--- config.mk ---
export PLATFORM = sky130hd
export DESIGN_NAME = bitmap_range_set_run_check
export DESIGN_NICKNAME = d
export VERILOG_FILES = /design/src/sv/brs_pkg.sv /design/src/sv/brs_ram.sv /design/src/sv/brs_word_alu.sv /design/src/sv/bitmap_range_set_run_check.sv
export SDC_FILE = /design/constraint.sdc
export NUM_CORES = 2
export LEC_CHECK = 0
export ABC_AREA = 1
export BUFFER_PORTS_ARGS = -buffer_cell sky130_fd_sc_hd__buf_4
export CAP_MARGIN = 20
export CORE_UTILIZATION = 45
export DETAILED_ROUTE_END_ITERATION = 16
export GPL_ROUTABILITY_DRIVEN = 1
export PLACE_DENSITY_LB_ADDON = 0.25
export SLEW_MARGIN = 40
export SYNTH_ARGS = -nofsm -noshare
export SYNTH_HDL_FRONTEND = slang
export SYNTH_SLANG_ARGS = --single-unit
export TNS_END_PERCENT = 30
--- constraint.sdc ---
create_clock -name clk -period 16.3 [get_ports clk]
set_input_delay 4.89 -clock clk [delete_from_list [all_inputs] [get_ports clk]]
set_output_delay 4.89 -clock clk [all_outputs]
set_load 0.01 [all_outputs]
--- src/sv/brs_pkg.sv ---
// ----------------------------------------------------------------------------
// brs_pkg
// Shared types, constants and a helper function for the allocation bitmap
// range-set and run-check block.
// ----------------------------------------------------------------------------
`default_nettype none

package brs_pkg;

  // Map geometry.
  localparam int WORD_BITS  = 64;
  localparam int MAP_WORDS  = 64;
  localparam int ADDR_W     = $clog2(MAP_WORDS);
  localparam int BIT_W      = $clog2(WORD_BITS);
  localparam int CNT_W      = BIT_W + 1;          // 0..WORD_BITS
  localparam int START_W    = 12;
  localparam int LEN_W      = 13;
  localparam int TOTAL_BITS = MAP_WORDS * WORD_BITS;

  // Operation codes.
  localparam logic OP_SET   = 1'b0;
  localparam logic OP_CHECK = 1'b1;

  // One request.
  typedef struct packed {
    logic               op;
    logic [START_W-1:0] start_bit;
    logic [LEN_W-1:0]   length;
  } req_t;

  // One result.
  typedef struct packed {
    logic [LEN_W-1:0] run_length;
    logic             range_clipped;
  } rsp_t;

  // Result of processing one map word.
  typedef struct packed {
    logic [WORD_BITS-1:0] wdata;   // word with the span ORed in
    logic [CNT_W-1:0]     span;    // bits of the range inside this word
    logic [CNT_W-1:0]     ones;    // run of set bits from the start position
    logic                 short_run; // run stops inside this word
  } step_t;

  // Number of consecutive ones starting at bit 0.
  function automatic logic [CNT_W-1:0] trailing_ones(input logic [WORD_BITS-1:0] v);
    logic [CNT_W-1:0] cnt;
    cnt = CNT_W'(WORD_BITS);
    for (int i = WORD_BITS - 1; i >= 0; i--) begin
      if (!v[i]) begin
        cnt = CNT_W'(i);
      end
    end
    return cnt;
  endfunction

endpackage

`default_nettype wire

--- src/sv/brs_ram.sv ---
// ----------------------------------------------------------------------------
// brs_ram
// Generic single-port-write, single-port-read RAM with a registered read.
// ----------------------------------------------------------------------------
`default_nettype none

module brs_ram #(
  parameter int WIDTH = 64,
  parameter int DEPTH = 64
) (
  input  wire logic                     clk,
  input  wire logic                     we,
  input  wire logic [$clog2(DEPTH)-1:0] waddr,
  input  wire logic [WIDTH-1:0]         wdata,
  input  wire logic                     re,
  input  wire logic [$clog2(DEPTH)-1:0] raddr,
  output      logic [WIDTH-1:0]         rdata
);

  logic [WIDTH-1:0] mem [DEPTH];

  // Write port.
  always_ff @(posedge clk) begin
    if (we) begin
      mem[waddr] <= wdata;
    end
  end

  // Registered read port.
  always_ff @(posedge clk) begin
    if (re) begin
      rdata <= mem[raddr];
    end
  end

endmodule

`default_nettype wire

--- src/sv/brs_word_alu.sv ---
// ----------------------------------------------------------------------------
// brs_word_alu
// Per-word datapath: span of the range in the current word, the OR mask for a
// set, and the trailing-ones count for a check.
// ----------------------------------------------------------------------------
`default_nettype none

module brs_word_alu
  import brs_pkg::*;
(
  input  wire logic [WORD_BITS-1:0] data,
  input  wire logic [BIT_W-1:0]     bit_pos,
  input  wire logic [LEN_W-1:0]     remain,
  output      step_t                step
);

  logic [CNT_W-1:0]     room;
  logic [CNT_W-1:0]     span;
  logic [WORD_BITS-1:0] low_mask;
  logic [WORD_BITS-1:0] shifted;

  // Bits of the range that fall in this word.
  always_comb begin
    room = CNT_W'(WORD_BITS) - {1'b0, bit_pos};
    if (remain < LEN_W'(room)) begin
      span = remain[CNT_W-1:0];
    end else begin
      span = room;
    end
  end

  // Mask of span ones at bit 0; it is shifted to the start position when ORed in.
  always_comb begin
    if (span[CNT_W-1]) begin
      low_mask = '1;
    end else begin
      low_mask = (WORD_BITS'(1) << span[BIT_W-1:0]) - WORD_BITS'(1);
    end
  end

  assign shifted = data >> bit_pos;

  // Pack the step result.
  always_comb begin
    step.wdata     = data | (low_mask << bit_pos);
    step.span      = span;
    step.ones      = trailing_ones(shifted);
    step.short_run = (step.ones < span);
  end

endmodule

`default_nettype wire

--- src/sv/bitmap_range_set_run_check.sv ---
// ----------------------------------------------------------------------------
// bitmap_range_set_run_check
// Allocation bitmap with range-set and run-length-check requests.
// ----------------------------------------------------------------------------
// The map holds 4096 bits as 64 words of 64 bits in a RAM with a registered
// read. A request is taken only while the block is idle. A set ORs ones into
// [start_bit, start_bit + length); a check reports the run of set bits from
// start_bit, capped at length. Ranges past the map end are clipped and flagged
// with range_clipped. Each map word the range touches takes a read state,
// then a modify and write-back state; a finish state then loads the result
// once the result register is free, and the block then returns to idle to
// take the next request. A zero length request goes straight to the finish
// state. A check stops at the first word where the run ends. The map reads
// as zero after reset: a valid bit per word marks the words written since,
// so no clearing pass is needed and requests are taken right after reset.
// ----------------------------------------------------------------------------
`default_nettype none

module bitmap_range_set_run_check
  import brs_pkg::*;
(
  input  wire logic clk,
  input  wire logic rst,
  input  wire logic req_valid,
  output      logic req_stall,
  input  wire req_t req,
  output      logic rsp_valid,
  input  wire logic rsp_stall,
  output      rsp_t rsp
);

  localparam logic [1:0] S_IDLE = 2'd0;
  localparam logic [1:0] S_READ = 2'd1;
  localparam logic [1:0] S_PROC = 2'd2;
  localparam logic [1:0] S_FIN  = 2'd3;

  logic [1:0]           state;
  logic [1:0]           state_next;
  logic                 op;
  logic [LEN_W-1:0]     lo;
  logic [LEN_W-1:0]     hi;
  logic [LEN_W-1:0]     run;
  logic                 clipped;
  logic [MAP_WORDS-1:0] word_valid;

  logic                 req_take;
  logic [LEN_W:0]       req_end;
  logic [ADDR_W-1:0]    word_idx;
  logic [WORD_BITS-1:0] ram_rdata;
  logic [WORD_BITS-1:0] word_data;
  logic [LEN_W-1:0]     lo_adv;
  logic                 ram_we;
  logic                 rsp_free;
  step_t                step;

  assign req_stall = (state != S_IDLE);
  assign req_take  = req_valid && !req_stall;
  assign req_end   = (LEN_W+1)'(req.start_bit) + (LEN_W+1)'(req.length);
  assign word_idx  = lo[BIT_W+ADDR_W-1:BIT_W];
  assign rsp_free  = !rsp_valid || !rsp_stall;

  // Map storage.
  brs_ram #(
    .WIDTH(WORD_BITS),
    .DEPTH(MAP_WORDS)
  ) u_map (
    .clk  (clk),
    .we   (ram_we),
    .waddr(word_idx),
    .wdata(step.wdata),
    .re   (state == S_READ),
    .raddr(word_idx),
    .rdata(ram_rdata)
  );

  // A word never written since reset reads as zero.
  assign word_data = word_valid[word_idx] ? ram_rdata : '0;

  brs_word_alu u_alu (
    .data   (word_data),
    .bit_pos(lo[BIT_W-1:0]),
    .remain (hi - lo),
    .step   (step)
  );

  assign lo_adv = lo + LEN_W'(step.span);
  assign ram_we = (state == S_PROC) && (op == OP_SET);

  // Sequencer.
  always_comb begin
    state_next = state;
    unique case (state)
      S_IDLE: begin
        if (req_take) begin
          state_next = (req.length != '0) ? S_READ : S_FIN;
        end
      end
      S_READ: begin
        state_next = S_PROC;
      end
      S_PROC: begin
        if ((op == OP_CHECK && step.short_run) || lo_adv >= hi) begin
          state_next = S_FIN;
        end else begin
          state_next = S_READ;
        end
      end
      S_FIN: begin
        if (rsp_free) begin
          state_next = S_IDLE;
        end
      end
      default: begin
        state_next = S_IDLE;
      end
    endcase
  end

  always_ff @(posedge clk) begin
    if (rst) begin
      state <= S_IDLE;
    end else begin
      state <= state_next;
    end
  end

  // Request registers and the walk position.
  always_ff @(posedge clk) begin
    if (req_take) begin
      op      <= req.op;
      lo      <= LEN_W'(req.start_bit);
      hi      <= (req_end > (LEN_W+1)'(TOTAL_BITS)) ? LEN_W'(TOTAL_BITS) : LEN_W'(req_end);
      clipped <= (req_end > (LEN_W+1)'(TOTAL_BITS));
      run     <= '0;
    end else if (state == S_PROC) begin
      lo <= lo_adv;
      if (step.short_run) begin
        run <= run + LEN_W'(step.ones);
      end else begin
        run <= run + LEN_W'(step.span);
      end
    end
  end

  // Written-word flags.
  always_ff @(posedge clk) begin
    if (rst) begin
      word_valid <= '0;
    end else if (ram_we) begin
      word_valid[word_idx] <= 1'b1;
    end
  end

  // Result register.
  always_ff @(posedge clk) begin
    if (rst) begin
      rsp_valid <= 1'b0;
    end else if (state == S_FIN && rsp_free) begin
      rsp_valid <= 1'b1;
    end else if (!rsp_stall) begin
      rsp_valid <= 1'b0;
    end
  end

  always_ff @(posedge clk) begin
    if (state == S_FIN && rsp_free) begin
      rsp.run_length    <= (op == OP_CHECK) ? run : '0;
      rsp.range_clipped <= clipped;
    end
  end

  // The walk stays inside the clipped range.
  a_walk_in_range: assert property (@(posedge clk) disable iff (rst)
    (state == S_PROC) |-> (lo < hi))
    else $error("walk position outside the range");

  // The range end never passes the map end.
  a_hi_bounded: assert property (@(posedge clk) disable iff (rst)
    (state != S_IDLE) |-> (hi <= LEN_W'(TOTAL_BITS)))
    else $error("range end beyond the map");

  // A new result appears only after the finish state.
  a_rsp_from_fin: assert property (@(posedge clk) disable iff (rst)
    $rose(rsp_valid) |-> ($past(state) == S_FIN))
    else $error("result raised outside the finish state");

endmodule

`default_nettype wire

* Yosys cells after proc, flatten, opt, wreduce, memory -nomap -nowiden
Memory sizes are Yosys's and may differ from the RTL's. A register that Yosys moved wholly into a read port is not among the register bits.
Index checks and enable logic that the tools add are counted.
** Storage, ports and cells
- Bits in registers :: 122
- RAM bits :: 4096
- Input port bits :: 30
- Memories kept :: 1
** Cells by class
- Add/subtract/negate cells :: 7
- Order comparisons :: 6
- Equality and inequality tests :: 6
- Shift-type cells :: 3
- Muxes and demuxes :: 83
- Bitwise operators :: 3
- Reduce and logical (&&, ||, !) cells :: 15
** Memory list
- u_map.mem :: depth 64, bits a word 64, read ports 1, clocked after Yosys merged registers in 1, write ports 1, RTL line brs_ram.sv:20 : logic [WIDTH-1:0] mem [DEPTH];
** Operator list (count)
- two-way mux 7 bit :: 65
- two-way mux 64 bit :: 2
- bitwise OR 64 bit :: 2
- << shifter 1 x 6 -> 64 bit, first input constant :: 1
- << shifter 64 x 6 -> 64 bit :: 1
- >> shifter 64 x 6 -> 64 bit :: 1
- subtractor 64 x 2 -> 64 bit, second input constant :: 1
- adder 13 x 7 -> 13 bit :: 3
- two-way mux 12 bit :: 2
- adder 12 x 13 -> 14 bit :: 1
- greater-than comparator 14 x 13 -> 1 bit, second input constant :: 1
- greater-or-equal comparator 13 bit :: 1
- < comparator 13 x 7 -> 1 bit :: 1
- two-way mux 13 bit :: 1
- nonzero test 13 bit :: 1
- subtractor 13 bit :: 1
- two-way mux 2 bit :: 4
- one-hot mux 2 bit (4 select lines) :: 1
- < comparator 6 x 7 -> 1 bit, second input constant :: 1
- < comparator 7 bit :: 1
- subtractor 7 x 6 -> 7 bit, first input constant :: 1
- binary-select mux 1 bit (select 6 bit) :: 1
- demux 1 bit (select 6 bit) :: 1
- greater-or-equal comparator 6 x 1 -> 1 bit, second input constant :: 1
- other kinds (12) :: 27

* Longest topological paths before layout
- Depth after elaboration :: 73
- Gate-level depth with buffers :: 100

* By module
Synthesis repeated with hierarchy kept, for this count alone.
** Unflattened totals
- Cell total of the unflattened synthesis :: 16807
- Area total of the unflattened synthesis :: 184787.2 um^2
** Modules (own cells, without submodules)
- brs_ram :: instances 1, cells each 13405, area an instance 165946.7 um^2, seq. area each 124919.8 um^2
- brs_word_alu :: instances 1, cells each 2184, area an instance 10371.2 um^2, seq. area each 0.0 um^2
- bitmap_range_set_run_check :: instances 1, cells each 1218, area an instance 8469.4 um^2, seq. area each 2852.7 um^2

* Least setup slack after synthesis
No wires, ideal clock.
- Kind :: reg2reg
- Start point :: register lo[0]
- End point :: memory u_map.mem[0][29], data pin
- Library setup time :: 0.702 ns
- Data arrival time :: 11.355 ns
- Required time :: 15.598 ns
- Path slack :: 4.244 ns
- Stages on the path, launching flop included :: 55
- Buffers on the path :: 12
- Clock period less this slack :: 12.056 ns
- Cell sequence :: edfxtp_1 -> clkbuf_1 -> inv_1 -> clkbuf_1 -> clkbuf_1 -> clkbuf_1 -> clkbuf_1 -> clkbuf_1 -> buf_1 -> clkbuf_1 -> clkbuf_1 -> buf_1 -> buf_1 -> ha_1 -> nand3_1 -> xor2_1 -> ha_1 -> a21oi_1 -> [... 19 more ...] -> inv_2 -> nor2_1 -> nand3_1 -> or2_1 -> or2_1 -> nor2_1 -> o2111ai_1 -> a211o_1 -> nor2_1 -> a2bb2oi_1 -> o21ai_0 -> nand2_1 -> o21ai_0 -> inv_1 -> nand2_1 -> o21ai_0 -> o21ai_0 -> o21ai_0
** RTL lines
- start, declared :: RTL line bitmap_range_set_run_check.sv:40 : logic [LEN_W-1:0] lo;
- start signal, assigned :: RTL line bitmap_range_set_run_check.sv:131 : lo <= LEN_W'(req.start_bit);
- start signal, assigned :: RTL line bitmap_range_set_run_check.sv:136 : lo <= lo_adv;
- end, declared :: RTL line brs_ram.sv:20

==> results summary <==
The hold-fix buffer count after cts came out at 0. The number of placed I/O pins came out at 46. The combinational group share of total power came out at 37.4%.

The width of the die is slightly above 600 um. Summed over all instances, the cell type with the most area after synthesis is sky130_fd_sc_hd__edfxtp_1. Once detail routing completed, the nets flagged for antenna violations numbered 0. The synthesized netlist cell count came out at 11700. The core utilization of the finished layout came out at between 50% and 60%. The routability-driven placement congestion ratio is 0.885. The number of buffers inserted by post-CTS setup repair is 0.

Global routing used 31.3% of the available tracks across all layers. The arrival time reported for the critical path endpoint is 11250 ps. The synthesized area divided by synthesized cell count came out at 14.3 um2.

The multi-input logic area is approximately 37000 um2. The core area came out at ~370000 um2. The sequential-to-total area share from yosys stat came out at about three quarters.

The number of nets in the synthesized netlist is 11800. The number of sinks handled by clock tree synthesis is 4282. The share of power burned in the clock network is 22.8%. Sequential cells burn 39.8% of the power. For this run, the top clock speed supported by timing is 94.6 MHz. The total number of nets in the final design is around 12000. Leaving out fill and tap cells, the most frequent cells in the layout are sky130_fd_sc_hd__edfxtp_1 (4201), sky130_fd_sc_hd__nand2_1 (2329), sky130_fd_sc_hd__a22oi_1 (635), sky130_fd_sc_hd__a221oi_1 (500), sky130_fd_sc_hd__nand4_1 (489). For this run, the leading register cell type out of synthesis is sky130_fd_sc_hd__edfxtp_1. The required arrival time at the worst endpoint is 16970 ps.

The remaining max-slew budget at the tightest pin came out at 34.7%. The H-tree generated during clock tree synthesis spans 5 levels. The tree is rooted in a sky130_fd_sc_hd__clkbuf_16. The detailed-router iteration count before antenna repair came out at 8. The maximum buffer depth of the clock tree came out at 4.

The worst slack after detailed placement is 5600 ps. The die area is approximately 370000 um2. The final clock skew came out at 73.5 ps.

The global route total overflow came out at 0. The share of synthesized flip-flops with an asynchronous set or reset is 0%. The area fraction of the dominant cell type after synthesis came out at between 70% and 80%. Setup repair after global routing left no endpoint under its margin. The ratio of final minimum period to clock period came out at 64.9%. The clock period minus worst slack came out at 10580 ps.

The count of final setup violators is 0. The number of antenna violations at the first check in global routing was 28. The static leakage power came out at 62.3 nW. The number of enable flip-flop cells after synthesis is 4201. The most numerous cell on the critical path is sky130_fd_sc_hd__nor2_1. The die outline height is 612 um. The critical path capture point type is a flop. The final-layout setup total negative slack is 0 ps.

Dividing the detail-routed via count by the number of cells gives about 6.4. The sequential cell area in the final layout came out at 128000 um2. Ranked by total cell area, the synthesized netlist is headed by sky130_fd_sc_hd__edfxtp_1 (75%), sky130_fd_sc_hd__nand2_1 (5.2%), sky130_fd_sc_hd__a22oi_1 (2.8%), sky130_fd_sc_hd__a221oi_1 (2.6%), sky130_fd_sc_hd__a22o_1 (2.2%).

In this run the power spent charging and discharging nets is 0.0165 W. The port buffer count came out at between 40 and 50. The switching part of the total is 39.5%. The library cell used most frequently in the layout, excluding fill and tap cells, is sky130_fd_sc_hd__edfxtp_1. Summing all placed instances gives a cell area of 177000 um2. In the final routed layout, each cell accounts on average for 35.0 um. The wire length reported by the detailed router came out at 601000 um. The post-synth design cell area came out at 168000 um2. In the final layout, the share of cells above drive strength 1 is around 10%.

Clock-pin slew was measured on the worst setup and hold paths at approximately 60 ps. The number of warnings printed during yosys synthesis came out at 0. The largest voltage drop on the vdd net came out at 0.299 mV. The max-cap check violation count is 0. The cell area after layout came out at 190000 um2. The later pin in the worst-skew pair is clocked with a latency of approximately 1000 ps. TritonCTS built the clock tree. Among all stages on the critical path, the largest delay is contributed by sky130_fd_sc_hd__buf_4. In the routed design, unresolved DRC markers number 0. The final count of pins violating max slew was 0.

Once the floorplan was initialized, standard cells occupied 45.3% of the core. The area growth from synthesis to final layout came out at 13.5%. The quantity of gates resized following cts is 0. The TritonCTS buffer count came out at 420. Setup slack closes at around 5700 ps.

The internal portion of total power is 0.0253 W. By startpoint and endpoint, the worst setup path is classified as reg -> reg. Entering global routing, the biggest net connects 124 pins. The largest stage delay on the critical path is 640 ps.

The transition at the pin with the smallest max-transition slack is 980 ps. In this run the core area contains 223 standard-cell rows. The unique cell type count in the Yosys netlist came out at 74. The element type at the critical path start is a flop. The number of global-route vias before repair was ~100k. For this block, the initial DRC count from the detailed router was 17600. The final hold violation count came to 0.

The run finished with clean final reports. The path class of the tightest hold or removal check is reg -> reg. The synthesized design contains between 4000 and 5000 register bits.

The first global-routing pass estimated 824000 um of wire. The layout filler cell count is 30400. The total half-perimeter wirelength after legalization and detailed placement is 330000 um. The worst-path maximum fanout is 68. Power spread over the standard cell area amounts to ~220 nW/um2. The final hold slack came out at ~470 ps. The total number of vias is 110000.
[critical path, delay by kind of cell (launching register included)]
kind | cells | cell delay, ps
AOI/OAI and AO/OA | 15 | 3270
xor gates and xnor gates | 1 | 380
adders and majority gates | 2 | 620
buffers and inverters | 8 | 2800
DFF | 1 | 500
and+or+nand+nor | 16 | 2520
[synthesized netlist by cell type (14+ instances only)]
library cell,count
sky130_fd_sc_hd__edfxtp_1,4201
sky130_fd_sc_hd__nand2_1,2329
sky130_fd_sc_hd__a22oi_1,635
sky130_fd_sc_hd__clkbuf_1,518
sky130_fd_sc_hd__a221oi_1,500
sky130_fd_sc_hd__nor2_1,498
sky130_fd_sc_hd__nand4_1,489
sky130_fd_sc_hd__o21ai_0,437
sky130_fd_sc_hd__a22o_1,418
sky130_fd_sc_hd__inv_1,402
sky130_fd_sc_hd__a21oi_1,185
sky130_fd_sc_hd__nand3_1,180
sky130_fd_sc_hd__buf_1,154
sky130_fd_sc_hd__o21ai_1,87
sky130_fd_sc_hd__dfxtp_1,81
sky130_fd_sc_hd__mux2i_1,68
sky130_fd_sc_hd__ha_1,66
sky130_fd_sc_hd__a31oi_1,40
sky130_fd_sc_hd__o211ai_1,34
sky130_fd_sc_hd__nor3_1,29
sky130_fd_sc_hd__inv_2,27
sky130_fd_sc_hd__a2111o_1,25
sky130_fd_sc_hd__xor2_1,25
sky130_fd_sc_hd__o221ai_1,24
sky130_fd_sc_hd__or2_2,22
sky130_fd_sc_hd__a211oi_1,21
sky130_fd_sc_hd__a41oi_1,19
sky130_fd_sc_hd__buf_2,16
sky130_fd_sc_hd__a32o_1,14
[cell families (layout without fill, tap and decap cells)]
| group | count (synthesis) | count (layout) | share of synthesized area, % |
|---|---|---|---|
| DFF | 4282 | 4282 | 76.3 |
| and+or+nand+nor | 3604 | 3604 | 9.13 |
| AOI/OAI and AO/OA | 2498 | 2498 | 10.9 |
| buffers and inverters | 1132 | 1652 | 2.56 |
| adders and majority gates | 70 | 70 | 0.541 |
| muxes | 68 | 68 | 0.406 |
| xor gates and xnor gates | 32 | 32 | 0.167 |
| other | 0 | 11 | 0 |
[power groups by stage]
stage	combinational (W)	sequential (W)	clock, W
floorplan	0.00840	0.0174	0
global route	0.0165	0.0167	0.0100
CTS	0.0152	0.0167	0.00959
detailed placement	0.0152	0.0169	0
finish	0.0156	0.0167	0.00956
global placement	0.0149	0.0169	0
[layout make-up]
cell class	instances	share of cell area (%)
antenna	11	0.0145
clock buffer	508	5.74
clock inverter	267	1.32
inverter	441	0.882
multi-input combinational	6272	19.3
sequential	4282	67.2
tap	4950	3.26
timing repair buffer	436	2.26
[sequential cells by signal (all words and copies together) (netlist names)]
| register | flops |
|---|---|
| clipped | 1 |
| u_map.rdata | 64 |
| word_valid | 64 |
| hi | 13 |
| u_map.mem | 4096 |
| op | 1 |
| rsp | 14 |
| run | 13 |
| state | 2 |
| lo | 13 |
| rsp_valid | 1 |
[per-stage QoR]
step	std cells	total power, W
5_1_grt	17200	0.0432
2_1_floorplan	11700	0.0258
3_3_place_gp	16300	0.0318
6_report	17200	0.0419
4_1_cts	17100	0.0415
3_5_place_dp	16400	0.0321
[worst paths after layout]
kind	start	slack (ps)	end	cells past startpoint
max	lo[0]	5720	u_map.mem[20][27]	42
min	word_valid[54]	470	word_valid[54]	2
max reg2reg	lo[0]	5720	u_map.mem[20][27]	42
min reg2reg	word_valid[54]	470	word_valid[54]	2
[layer usage]
metal,track usage [%],vias up,wire (um)
li1,-,45300,-
met1,42.7,55900,228000
met4,13.0,14,28500
met3,7.60,1379,74800
met2,48.1,7639,270000
met5,0,-,94
Note: power is estimated with default switching activity, not from simulation.
